==> config.mk <==
export PLATFORM = sky130hd
export DESIGN_NAME = multi_encoder_count_and_speed
export DESIGN_NICKNAME = d
export VERILOG_FILES = /design/src/mecs_pkg.sv /design/src/multi_encoder_count_and_speed.sv
export SDC_FILE = /design/constraint.sdc
export NUM_CORES = 2
export LEC_CHECK = 0
export BUFFER_PORTS_ARGS = -buffer_cell sky130_fd_sc_hd__buf_4
export CORE_MARGIN = 2
export CORE_UTILIZATION = 50
export CTS_BUF_LIST = sky130_fd_sc_hd__clkbuf_16
export DETAILED_ROUTE_END_ITERATION = 12
export GPL_TIMING_DRIVEN = 0
export PLACE_DENSITY_LB_ADDON = 0.25
export SLEW_MARGIN = 30
export SYNTH_ARGS = -nofsm -noshare
export SYNTH_HDL_FRONTEND = slang
export SYNTH_SLANG_ARGS = --single-unit
==> constraint.sdc <==
create_clock -name clk -period 14.5 [get_ports clk]
set_input_delay 1.45 -clock clk [delete_from_list [all_inputs] [get_ports clk]]
set_output_delay 1.45 -clock clk [all_outputs]
set_load 0.005 [all_outputs]
==> src/mecs_pkg.sv <==
// Shared types and constants of the multi-channel encoder counter.
package mecs_pkg;

  // Operation codes carried in the input tuser field.
  localparam logic [1:0] OP_EDGE   = 2'd0;
  localparam logic [1:0] OP_TICK   = 2'd1;
  localparam logic [1:0] OP_CLEAR  = 2'd2;
  localparam logic [1:0] OP_UNUSED = 2'd3;

  // Configuration register indexes.
  localparam logic [1:0] REG_GATE     = 2'd0;
  localparam logic [1:0] REG_MOTOR_PPR = 2'd1;
  localparam logic [1:0] REG_JACK_PPR  = 2'd2;
  localparam logic [1:0] REG_INVERT    = 2'd3;

  // Register reset values.
  localparam logic [15:0] GATE_RESET = 16'd100;
  localparam logic [15:0] PPR_RESET  = 16'd1024;

  // Scale factors.
  localparam logic [9:0] MS_PER_S  = 10'd1000;
  localparam logic [5:0] S_PER_MIN = 6'd60;

  // Shared divider: dividend width and step counts of the two divisions.
  localparam int DVD_W      = 41;
  localparam int DIV1_STEPS = 41;
  localparam int DIV2_STEPS = 32;
  localparam int STEP_W     = 6;

  typedef enum logic [3:0] {
    S_IDLE,
    S_SCAN,
    S_MUL1,
    S_DIV1,
    S_FIX1,
    S_MUL2,
    S_PREP2,
    S_DIV2,
    S_WRITE,
    S_DONE
  } state_t;

endpackage

==> src/multi_encoder_count_and_speed.sv <==
// Multi-channel quadrature encoder counter with gated speed and rpm measurement.
//
// Input beats arrive on s_tvalid/s_tready; s_tuser carries the operation and
// channel, s_tdata the phase B level and the elapsed milliseconds of a tick.
// Every input beat yields one output beat on m_tvalid/m_tready with the
// addressed channel's count, pulses per second and rpm.
// Configuration is written through cfg_we/cfg_index/cfg_data; the user must
// write it only while idle, and the block itself does not enforce this.
// An edge, clear or unused operation passes from idle to the done state,
// which loads the output register once it is free. A tick scans every
// channel; for each whose gate period has run out, the measurement runs
// two divisions (41 and 32 steps) through one shared restoring divider.
// One item is processed at a time; s_tready is high only while the sequencer
// is idle. A finished result sits in the output register, so the next item
// is taken while that result still waits. When the receiver stalls and the
// output register is full, the next result waits in the sequencer.
// Reset (synchronous, active high) zeroes all counts, speeds, times and the
// millisecond clock and loads the register defaults.
module multi_encoder_count_and_speed import mecs_pkg::*; #(
  parameter int MOTOR_CHANNELS = 2,
  parameter int JACK_CHANNELS  = 2
) (
  input  logic        clk,
  input  logic        rst,
  input  logic        s_tvalid,
  output logic        s_tready,
  input  logic [23:0] s_tdata,   // phase_b_level[0], elapsed_ms[16:1], zero pad
  input  logic [3:0]  s_tuser,   // operation[1:0], channel[3:2]
  output logic        m_tvalid,
  input  logic        m_tready,
  output logic [95:0] m_tdata,   // pulse_count[31:0], speed_pps[63:32], speed_rpm[95:64]
  input  logic        cfg_we,
  input  logic [1:0]  cfg_index,
  input  logic [15:0] cfg_data
);

  localparam int TOTAL = MOTOR_CHANNELS + JACK_CHANNELS;
  localparam int CW    = $clog2(TOTAL);

  // Configuration registers.
  logic [15:0] gate_period_ms;
  logic [15:0] motor_ppr;
  logic [15:0] jack_ppr;
  logic [3:0]  invert_mask;

  // Channel state.
  logic [31:0] count_store [TOTAL];
  logic [31:0] prev_store  [TOTAL];
  logic [31:0] pps_store   [TOTAL];
  logic [31:0] rpm_store   [TOTAL];
  logic [31:0] last_time   [TOTAL];
  logic [31:0] clock_ms;

  // Sequencer and datapath registers.
  state_t            state, state_next;
  logic [CW-1:0]     idx;
  logic [1:0]        in_ch;
  logic [STEP_W-1:0] steps;
  logic              neg;
  logic [31:0]       mag;
  logic [31:0]       divisor;
  logic [31:0]       rem;
  logic [DVD_W-1:0]  dvd;
  logic [31:0]       pps_r;
  logic [31:0]       scaled;
  logic              out_valid;
  logic [95:0]       out_data;

  // Control strobes.
  logic accept;
  logic load_out;

  // Input fields.
  logic [1:0]  s_op;
  logic [1:0]  s_ch;
  logic        s_b;
  logic [15:0] s_el;

  assign s_op = s_tuser[1:0];
  assign s_ch = s_tuser[3:2];
  assign s_b  = s_tdata[0];
  assign s_el = s_tdata[16:1];
  assign accept = s_tvalid && s_tready;

  // Single read address into the channel state.
  logic [CW-1:0] rd_idx;
  logic [31:0]   rd_count, rd_prev, rd_pps, rd_rpm, rd_last;

  always_comb begin
    if (state == S_IDLE) begin
      rd_idx = CW'(s_ch);
    end else if (state == S_DONE) begin
      rd_idx = CW'(in_ch);
    end else begin
      rd_idx = idx;
    end
  end

  assign rd_count = count_store[rd_idx];
  assign rd_prev  = prev_store[rd_idx];
  assign rd_pps   = pps_store[rd_idx];
  assign rd_rpm   = rpm_store[rd_idx];
  assign rd_last  = last_time[rd_idx];

  // Channel checks.
  logic s_ch_ok, in_ch_ok, idx_last, idx_motor, down;
  assign s_ch_ok   = (32'(s_ch) < 32'(TOTAL));
  assign in_ch_ok  = (32'(in_ch) < 32'(TOTAL));
  assign idx_last  = (idx == CW'(TOTAL - 1));
  assign idx_motor = (32'(idx) < 32'(MOTOR_CHANNELS));
  assign down      = s_b ^ invert_mask[s_ch];

  // Gate check and pulse delta of the scanned channel.
  logic [31:0] dt, dp;
  logic [15:0] gate_eff, ppr_sel, ppr_eff;
  logic        measure;
  assign dt       = clock_ms - rd_last;
  assign dp       = rd_count - rd_prev;
  assign gate_eff = (gate_period_ms == 16'd0) ? 16'd1 : gate_period_ms;
  assign measure  = (dt >= {16'd0, gate_eff});
  assign ppr_sel  = idx_motor ? motor_ppr : jack_ppr;
  assign ppr_eff  = (ppr_sel == 16'd0) ? 16'd1 : ppr_sel;

  // Multipliers by the scale constants.
  logic [41:0] prod1;
  logic [37:0] prod2;
  assign prod1 = {10'd0, mag} * {32'd0, MS_PER_S};
  assign prod2 = {6'd0, pps_r} * {32'd0, S_PER_MIN};

  // One restoring divider step.
  logic [32:0] rem_sh;
  logic        ge;
  logic [31:0] rem_new;
  assign rem_sh  = {rem, dvd[DVD_W-1]};
  assign ge      = (rem_sh >= {1'b0, divisor});
  assign rem_new = ge ? 32'(rem_sh - {1'b0, divisor}) : rem_sh[31:0];

  // Signed quotient from magnitude.
  logic [31:0] q_signed;
  assign q_signed = neg ? (32'd0 - dvd[31:0]) : dvd[31:0];

  // Next state.
  always_comb begin
    state_next = state;
    unique case (state)
      S_IDLE:  if (accept) state_next = (s_op == OP_TICK) ? S_SCAN : S_DONE;
      S_SCAN: begin
        if (measure) begin
          state_next = S_MUL1;
        end else if (idx_last) begin
          state_next = S_DONE;
        end
      end
      S_MUL1:  state_next = S_DIV1;
      S_DIV1:  if (steps == STEP_W'(DIV1_STEPS - 1)) state_next = S_FIX1;
      S_FIX1:  state_next = S_MUL2;
      S_MUL2:  state_next = S_PREP2;
      S_PREP2: state_next = S_DIV2;
      S_DIV2:  if (steps == STEP_W'(DIV2_STEPS - 1)) state_next = S_WRITE;
      S_WRITE: state_next = idx_last ? S_DONE : S_SCAN;
      S_DONE:  if (!out_valid || m_tready) state_next = S_IDLE;
      default: state_next = S_IDLE;
    endcase
  end

  // Handshake strobes.
  always_comb begin
    s_tready = (state == S_IDLE);
    load_out = (state == S_DONE) && (!out_valid || m_tready);
  end

  always_ff @(posedge clk) begin
    if (rst) begin
      state <= S_IDLE;
    end else begin
      state <= state_next;
    end
  end

  // Configuration writes, output register and channel state updates.
  always_ff @(posedge clk) begin
    if (rst) begin
      gate_period_ms <= GATE_RESET;
      motor_ppr      <= PPR_RESET;
      jack_ppr       <= PPR_RESET;
      invert_mask    <= 4'd0;
      out_valid      <= 1'b0;
      clock_ms       <= 32'd0;
      idx            <= '0;
      for (int i = 0; i < TOTAL; i++) begin
        count_store[i] <= 32'd0;
        prev_store[i]  <= 32'd0;
        pps_store[i]   <= 32'd0;
        rpm_store[i]   <= 32'd0;
        last_time[i]   <= 32'd0;
      end
    end else begin
      if (cfg_we) begin
        unique case (cfg_index)
          REG_GATE:      gate_period_ms <= cfg_data;
          REG_MOTOR_PPR: motor_ppr      <= cfg_data;
          REG_JACK_PPR:  jack_ppr       <= cfg_data;
          REG_INVERT:    invert_mask    <= cfg_data[3:0];
          default:       ;
        endcase
      end

      if (load_out) begin
        out_valid <= 1'b1;
      end else if (m_tready) begin
        out_valid <= 1'b0;
      end

      unique case (state)
        S_IDLE: begin
          if (accept) begin
            in_ch <= s_ch;
            idx   <= '0;
            if (s_op == OP_EDGE && s_ch_ok) begin
              count_store[rd_idx] <= down ? (rd_count - 32'd1) : (rd_count + 32'd1);
            end else if (s_op == OP_TICK) begin
              clock_ms <= clock_ms + {16'd0, s_el};
            end else if (s_op == OP_CLEAR && s_ch_ok) begin
              count_store[rd_idx] <= 32'd0;
              prev_store[rd_idx]  <= 32'd0;
              pps_store[rd_idx]   <= 32'd0;
              rpm_store[rd_idx]   <= 32'd0;
              last_time[rd_idx]   <= clock_ms;
            end
          end
        end
        S_SCAN: begin
          divisor <= dt;
          neg     <= dp[31];
          mag     <= dp[31] ? (32'd0 - dp) : dp;
          if (!measure && !idx_last) begin
            idx <= idx + CW'(1);
          end
        end
        S_MUL1: begin
          dvd   <= prod1[DVD_W-1:0];
          rem   <= 32'd0;
          steps <= '0;
        end
        S_DIV1, S_DIV2: begin
          rem   <= rem_new;
          dvd   <= {dvd[DVD_W-2:0], ge};
          steps <= steps + STEP_W'(1);
        end
        S_FIX1: begin
          pps_r <= q_signed;
        end
        S_MUL2: begin
          scaled <= prod2[31:0];
        end
        S_PREP2: begin
          neg     <= scaled[31];
          dvd     <= {(scaled[31] ? (32'd0 - scaled) : scaled), 9'd0};
          rem     <= 32'd0;
          steps   <= '0;
          divisor <= {16'd0, ppr_eff};
        end
        S_WRITE: begin
          pps_store[idx]  <= pps_r;
          rpm_store[idx]  <= q_signed;
          prev_store[idx] <= rd_count;
          last_time[idx]  <= clock_ms;
          if (!idx_last) begin
            idx <= idx + CW'(1);
          end
        end
        S_DONE: begin
          if (load_out) begin
            out_data <= in_ch_ok ? {rd_rpm, rd_pps, rd_count} : 96'd0;
          end
        end
        default: ;
      endcase
    end
  end

  assign m_tvalid = out_valid;
  assign m_tdata  = out_data;

`ifndef SYNTHESIS
  // A new result is loaded only at the end of an item.
  a_rise_from_done: assert property (@(posedge clk) disable iff (rst)
    $rose(m_tvalid) |-> $past(state == S_DONE))
    else $error("output valid rose outside the done state");

  // The block takes no second item right behind an accepted one.
  a_one_item: assert property (@(posedge clk) disable iff (rst)
    s_tvalid && s_tready |=> !s_tready)
    else $error("item accepted while busy");

  // The clock only moves after a tick is accepted.
  a_clock_tick: assert property (@(posedge clk) disable iff (rst)
    !$stable(clock_ms) |-> $past(accept && s_op == OP_TICK))
    else $error("millisecond clock moved without a tick");
`endif

endmodule
Word-level counts from Yosys, hierarchy flattened --
Memories as Yosys holds them, arrays and structs flattened. A register that Yosys moved wholly into a read port is not among the register bits. Cells that the tools add are included. Widths: inputs -> output; s select.
Storage, ports and cells: bits of input ports 51, memories 5, word-level logic and storage cells 189, memory bits (read-only) 0, RAM bits 640, register bits after elaboration 395, output and inout port bits 98, latch bits 0
Memory list:
- count_store | depth 4, width 32, rd ports 1, clocked after memory_dff 0, write ports 4, RTL line multi_encoder_count_and_speed.sv:47 | logic [31:0] count_store [TOTAL];
- last_time | depth 4, width 32, rd ports 1, clocked after memory_dff 0, write ports 4, RTL line multi_encoder_count_and_speed.sv:51 | logic [31:0] last_time [TOTAL];
- pps_store | depth 4, width 32, rd ports 1, clocked after memory_dff 1, write ports 4, RTL line multi_encoder_count_and_speed.sv:49 | logic [31:0] pps_store [TOTAL];
- prev_store | depth 4, width 32, rd ports 1, clocked after memory_dff 0, write ports 4, RTL line multi_encoder_count_and_speed.sv:48 | logic [31:0] prev_store [TOTAL];
- rpm_store | depth 4, width 32, rd ports 1, clocked after memory_dff 1, write ports 4, RTL line multi_encoder_count_and_speed.sv:50 | logic [31:0] rpm_store [TOTAL];
Operators by class: reductions and logical operators 43, shifts and indexed selects 0, divide/modulo/power cells 0, order comparisons 4, bitwise operators 4, $add $sub $neg 11, $mul 2, muxes and demuxes 77, equal/unequal tests 24
Operators with widths (count):
- $mux 32 | 14
- $reduce_or 32->1 | 9
- $pmux 32 s2 | 2
- $pmux 41 s3 | 1
- $sub 1x32->32 const A | 3
- $sub 32x32->32 | 3
- $mux 16 | 3
- $pmux 4 s10 | 1
- $mul 32x7->38 const B | 1
- $ge 33x32->1 | 1
- $add 32x1->32 const B | 1
- $add 32x16->32 | 1
- $ge 32x16->1 | 1
- $logic_not 16->1 | 2
- $mul 32x4->30 const B | 1
- $mux 4 | 8
- $sub 32x1->32 const B | 1
- $mux 31 | 1
- $mux 1 | 29
- $mux 2 | 14
- $reduce_and 2->1 | 10
- $eq 4x3->1 const B | 4
- $pmux 6 s2 | 1
- $eq 2x2->1 const B | 4
- other kinds (30) | 49

Logic depth before layout (Yosys ltp) --
word-level depth 11, depth in mapped cells 30, depth with buffers taken out 26

Worst setup path after synthesis --
OpenSTA, ideal clock, no wires.
kind input port to flip-flop, start input s_tuser[2], end memory last_time[1][0] (enable), arrival 5447 ps, setup slack 7944 ps, stages on the path 10, library setup time 1108 ps, data required time 13392 ps, path buffers 4, path through nand2b_1 nand3_2 buf_4 buf_1 nand3_1 o21a_1 nand2_1 clkbuf_1 buf_1 nand2_1
RTL lines:
- start, declared | RTL line multi_encoder_count_and_speed.sv:28 | input logic [3:0] s_tuser,
- end, declared | RTL line multi_encoder_count_and_speed.sv:51

Worst setup path after layout --
start register state[3], end register idx[1]
Between the ends: longest elaborated chain between the ends 10, elaborated cells on any way between the ends 18, those cells by class add/sub: 1; order compare: 1; eq/ne: 6; mux: 3; reduce/logical: 6; memory: 1
Ends and longest elaborated chain:
- start, declared | RTL line multi_encoder_count_and_speed.sv:55 | state_t state, state_next;
- start signal, assigned | RTL line multi_encoder_count_and_speed.sv:176 | state <= state_next;
- $eq 4x4->1 | RTL line multi_encoder_count_and_speed.sv:92 | end else if (state == S_DONE) begin
- $mux 2 | RTL line multi_encoder_count_and_speed.sv:92
- $mux 2 | RTL line multi_encoder_count_and_speed.sv:90 | if (state == S_IDLE) begin
- $mem_v2 4x32
- $sub 32x32->32 | RTL line multi_encoder_count_and_speed.sv:117 | assign dt = clock_ms - rd_last;
- $ge 32x16->1 | RTL line multi_encoder_count_and_speed.sv:120 | assign measure = (dt >= {16'd0, gate_eff});
- $logic_not 1->1 | RTL line multi_encoder_count_and_speed.sv:236 | if (!measure && !idx_last) begin
- $logic_and 1x1->1 | RTL line multi_encoder_count_and_speed.sv:236
- $ne 2x2->1 (no line)
- $reduce_and 4->1 (no line)
- end signal, assigned | RTL line multi_encoder_count_and_speed.sv:237 | idx <= idx + CW'(1);
- end signal, assigned | RTL line multi_encoder_count_and_speed.sv:269 | idx <= idx + CW'(1);
- end, declared | RTL line multi_encoder_count_and_speed.sv:56 | logic [CW-1:0] idx;
Several ways; a longest one is shown, not always the timed one. A chain may end at the register's enable or synchronous reset.

==> run_results.csv <==
group,metric,value,unit
detailed_routing,routed_wl,143600,um
synthesis,async_flop_share,0,%
global_routing,grt-ovfl-total,0,
worst_setup_path,r2r-start,"state[3]$_SDFFE_PP0P_",
global_routing,grt_pass1_wl,221100,um
detailed_routing,routedWlPerCell,21.26,um
synthesis,synth-seq-cells,1035,
detailed_routing,vias_per_cell,5.740,
sta,fin_tns_setup,0,ns
clocking,cts.clk_slew.worst_paths,0.06,ns
floorplanning,dieArea,118100,um^2
worst_setup_path,critical_path.top_delay_family,"compound AO/OA/AOI/OAI gates",
sta,slew_headroom,33.17,%
global_routing,grt_max_degree,40,
sta,fmax,0.1278,GHz
worst_setup_path,path_max_fanout,10,
detailed_routing,dr_wl_met3,10530,um
sta,rsz0062_at_grt,"no",
clocking,post_cts_buffers,0,
synthesis,synth-xor-area-share,4.053,%
cells_and_area,layout-area-overhead-vs-synth,12.53,%
synthesis,ys.flop_type,"edfxtp_1",
synthesis,synthDistinctLibCells,103,
cells_and_area,final_cell_mix,"edfxtp_1, nor2_1, nand2_1",
clocking,cts_resized,0,
floorplanning,die_x,343.7,um
global_routing,grtUsageTotal,24.48,%
job,maxCapViolCount,0,
floorplanning,core_area,114300,um^2
floorplanning,rows,124,
sta,finClkSkew,0.02682,ns
synthesis,synth-compound-area-share,9.062,%
sta,period_minus_slack,7.824,ns
worst_setup_path,cp.required,15.09,ns
worst_hold_path,hold_class,"register to register",
clocking,cts_sinks,1035,
synthesis,syn-num-nets,5361,
sta,fin_crit_sh,53.96,%
global_routing,first_global_vias,38451,
outcome,status,"completed",
synthesis,synthAdderAreaFrac,12.00,%
cells_and_area,fin_nets,5653,
cells_and_area,final_common_cell,"edfxtp_1",
clocking,cts_tree,"built",
sta,worst_pin_slew,1.002,ns
detailed_routing,dr.max_layer_used,"met5",
worst_setup_path,cp_num_buf_inv,3,
clocking,root_buffer,"clkbuf_16",
worst_setup_path,critPathLaunch,"state[3]$_SDFFE_PP0P_",
detailed_routing,postRouteAntennaNets,0,
worst_setup_path,max_stage_delay,0.64,ns
clocking,h-tree-depth,3,
worst_setup_path,arrival,8.41,ns
synthesis,synth_top_family_by_area,"adder cells",
floorplanning,die_y,343.7,um
clocking,numCtsBuffers,107,
sta,slew_violations,0,
global_routing,antenna_found_initial,6,
synthesis,yosys.area_share.simple,11.94,%
synthesis,synth_edf_count,944,
synthesis,syn_area_per_cell,11.87,um^2
synthesis,yosys_warnings,0,
detailed_routing,vias,38778,
sta,finalSetupViolCount,0,
clocking,clk_path_buf_depth,3,
place,io_buffer_count,139,
worst_hold_path,hp-start,"jack_ppr[13]$_SDFFE_PP0P_",
worst_setup_path,slowest_stage,"clkbuf_2",
detailed_routing,route.detailed.drc,0,
detailed_routing,drtPass1Iterations,5,
clocking,worst_skew_pair.late_latency,0.71,ns
detailed_routing,drtIter0Drc,3288,
clocking,cts_hold_buf,0,
detailed_routing,met2WireLength,67560,um
synthesis,synth-seq-area-share,52.29,%
worst_setup_path,path_cells,"buf_2, nand4bb_1, mux2i_1, o21ai_2, clkbuf_2, clkbuf_2, mux4_2, ha_1, fa_1, nand2b_1, a2111oi_0, o21ai_0, nand2b_1, a21oi_1, xnor2_1, ha_1, a2111o_1, a211oi_1, o21ai_0, a21oi_1, and4bb_1, nand3_2, o21ba_2, mux2_4",
cells_and_area,drive_gt1_share,11.64,%
worst_setup_path,cp-end-kind,"register",
floorplanning,num_io_pins,149,
place,place_congestion,0.9198,
worst_setup_path,startpoint_type,"register",
synthesis,muxShareOfSynthArea,7.039,%
worst_setup_path,crit_type,"register to register",
synthesis,syn_area,57700,um^2
place,hpwl,105600,um
floorplanning,start_util,50.46,%
detailed_routing,wl_met1,60640,um
synthesis,synthCells,4862,
sta,final-hold-violation-count,0,
==> synth_stat cells (38+ instances only) <==
cell | number | area [um^2]
a21o_1 | 84 | 630.6
a21oi_1 | 248 | 1241
clkbuf_1 | 138 | 518.0
dfxtp_1 | 91 | 1822
edfxtp_1 | 944 | 28350
fa_1 | 176 | 3523
ha_1 | 272 | 3403
inv_1 | 360 | 1351
mux2i_1 | 45 | 450.4
mux4_2 | 158 | 3558
nand2_1 | 456 | 1712
nand2b_1 | 38 | 237.7
nand3_1 | 46 | 230.2
nor2_1 | 671 | 2519
nor2b_1 | 38 | 237.7
nor3_1 | 72 | 360.4
o21ai_0 | 173 | 865.8
xnor2_1 | 192 | 1682
xor2_1 | 75 | 656.9
==> per-layer routing <==
metal	vias up	track usage, %
met5	-	0
met2	1279	39.99
met4	2	8.270
met3	249	4.498
met1	19107	33.08
li1	18141	-
==> worst paths after layout <==
| check | slack, ns | cells past startpoint | endpoint |
|---|---|---|---|
| worst min register to register | 0.47 | 2 | jack_ppr[13]$_SDFFE_PP0P_ |
| worst min-delay path | 0.47 | 2 | jack_ppr[13]$_SDFFE_PP0P_ |
| worst max-delay path | 6.68 | 24 | idx[1]$_SDFFE_PP0P_ |
| worst max register to register | 6.68 | 24 | idx[1]$_SDFFE_PP0P_ |
==> kinds of logic (layout without fill, tap and decap cells) <==
family | count (synthesis) | after routing
DFF | 1035 | 1035
buffers and inverters | 549 | 928
other | 0 | 3
adders and majority gates | 448 | 448
xor gates and xnor gates | 267 | 267
and+or+nand+nor | 1545 | 1545
AOI/OAI and AO/OA | 811 | 811
muxes | 207 | 207
==> registers in the layout, summed over array words and instances (netlist names) <==
name            count
clock_ms           32
count_store       128
divisor            32
dvd                41
gate_period_ms     16
idx                 2
in_ch               2
invert_mask         4
jack_ppr           16
last_time         128
m_tdata            96
m_tvalid            1
mag                32
motor_ppr          16
neg                 1
pps_r              32
pps_store         128
prev_store        128
rem                32
rpm_store         128
scaled             30
state               4
steps               6
==> cell type report <==
class	instances	area (um^2)
timing repair buffer	183	1810
fill	9395	49420
multi-input combinational	3278	25550
clock inverter	88	688.2
antenna	3	7.507
inverter	363	1364
clock buffer	108	2703
tap	1512	1892
buffer	186	747.0
sequential	1035	30170
==> through the flow <==
step / util [%] / setup WS [ns] / instance area, um^2 / cells / hold slack, ns
after CTS: 56.75 / 6.748 / 64890 / 6752 / 0.4716
after floorplan: - / 7.944 / 57700 / 4862 / 0.4361
final: 56.78 / 6.676 / 64930 / 6756 / 0.4717
after detailed placement: 53.78 / 6.340 / 61500 / 6556 / 0.4631
after global placement: 53.03 / 3.831 / 60630 / 6513 / 0.4533
after global routing: 56.78 / 6.413 / 64930 / 6755 / 0.4915
==> tightest hold or removal path, cell delays in order, from the launching register on <==
cell and delay (ns):
dfxtp_1 0.32, nand2_1 0.05, a21oi_1 0.05
Power is not shown: default switching activity piles up to over one toggle a cycle in this logic, so the estimate is an artifact.
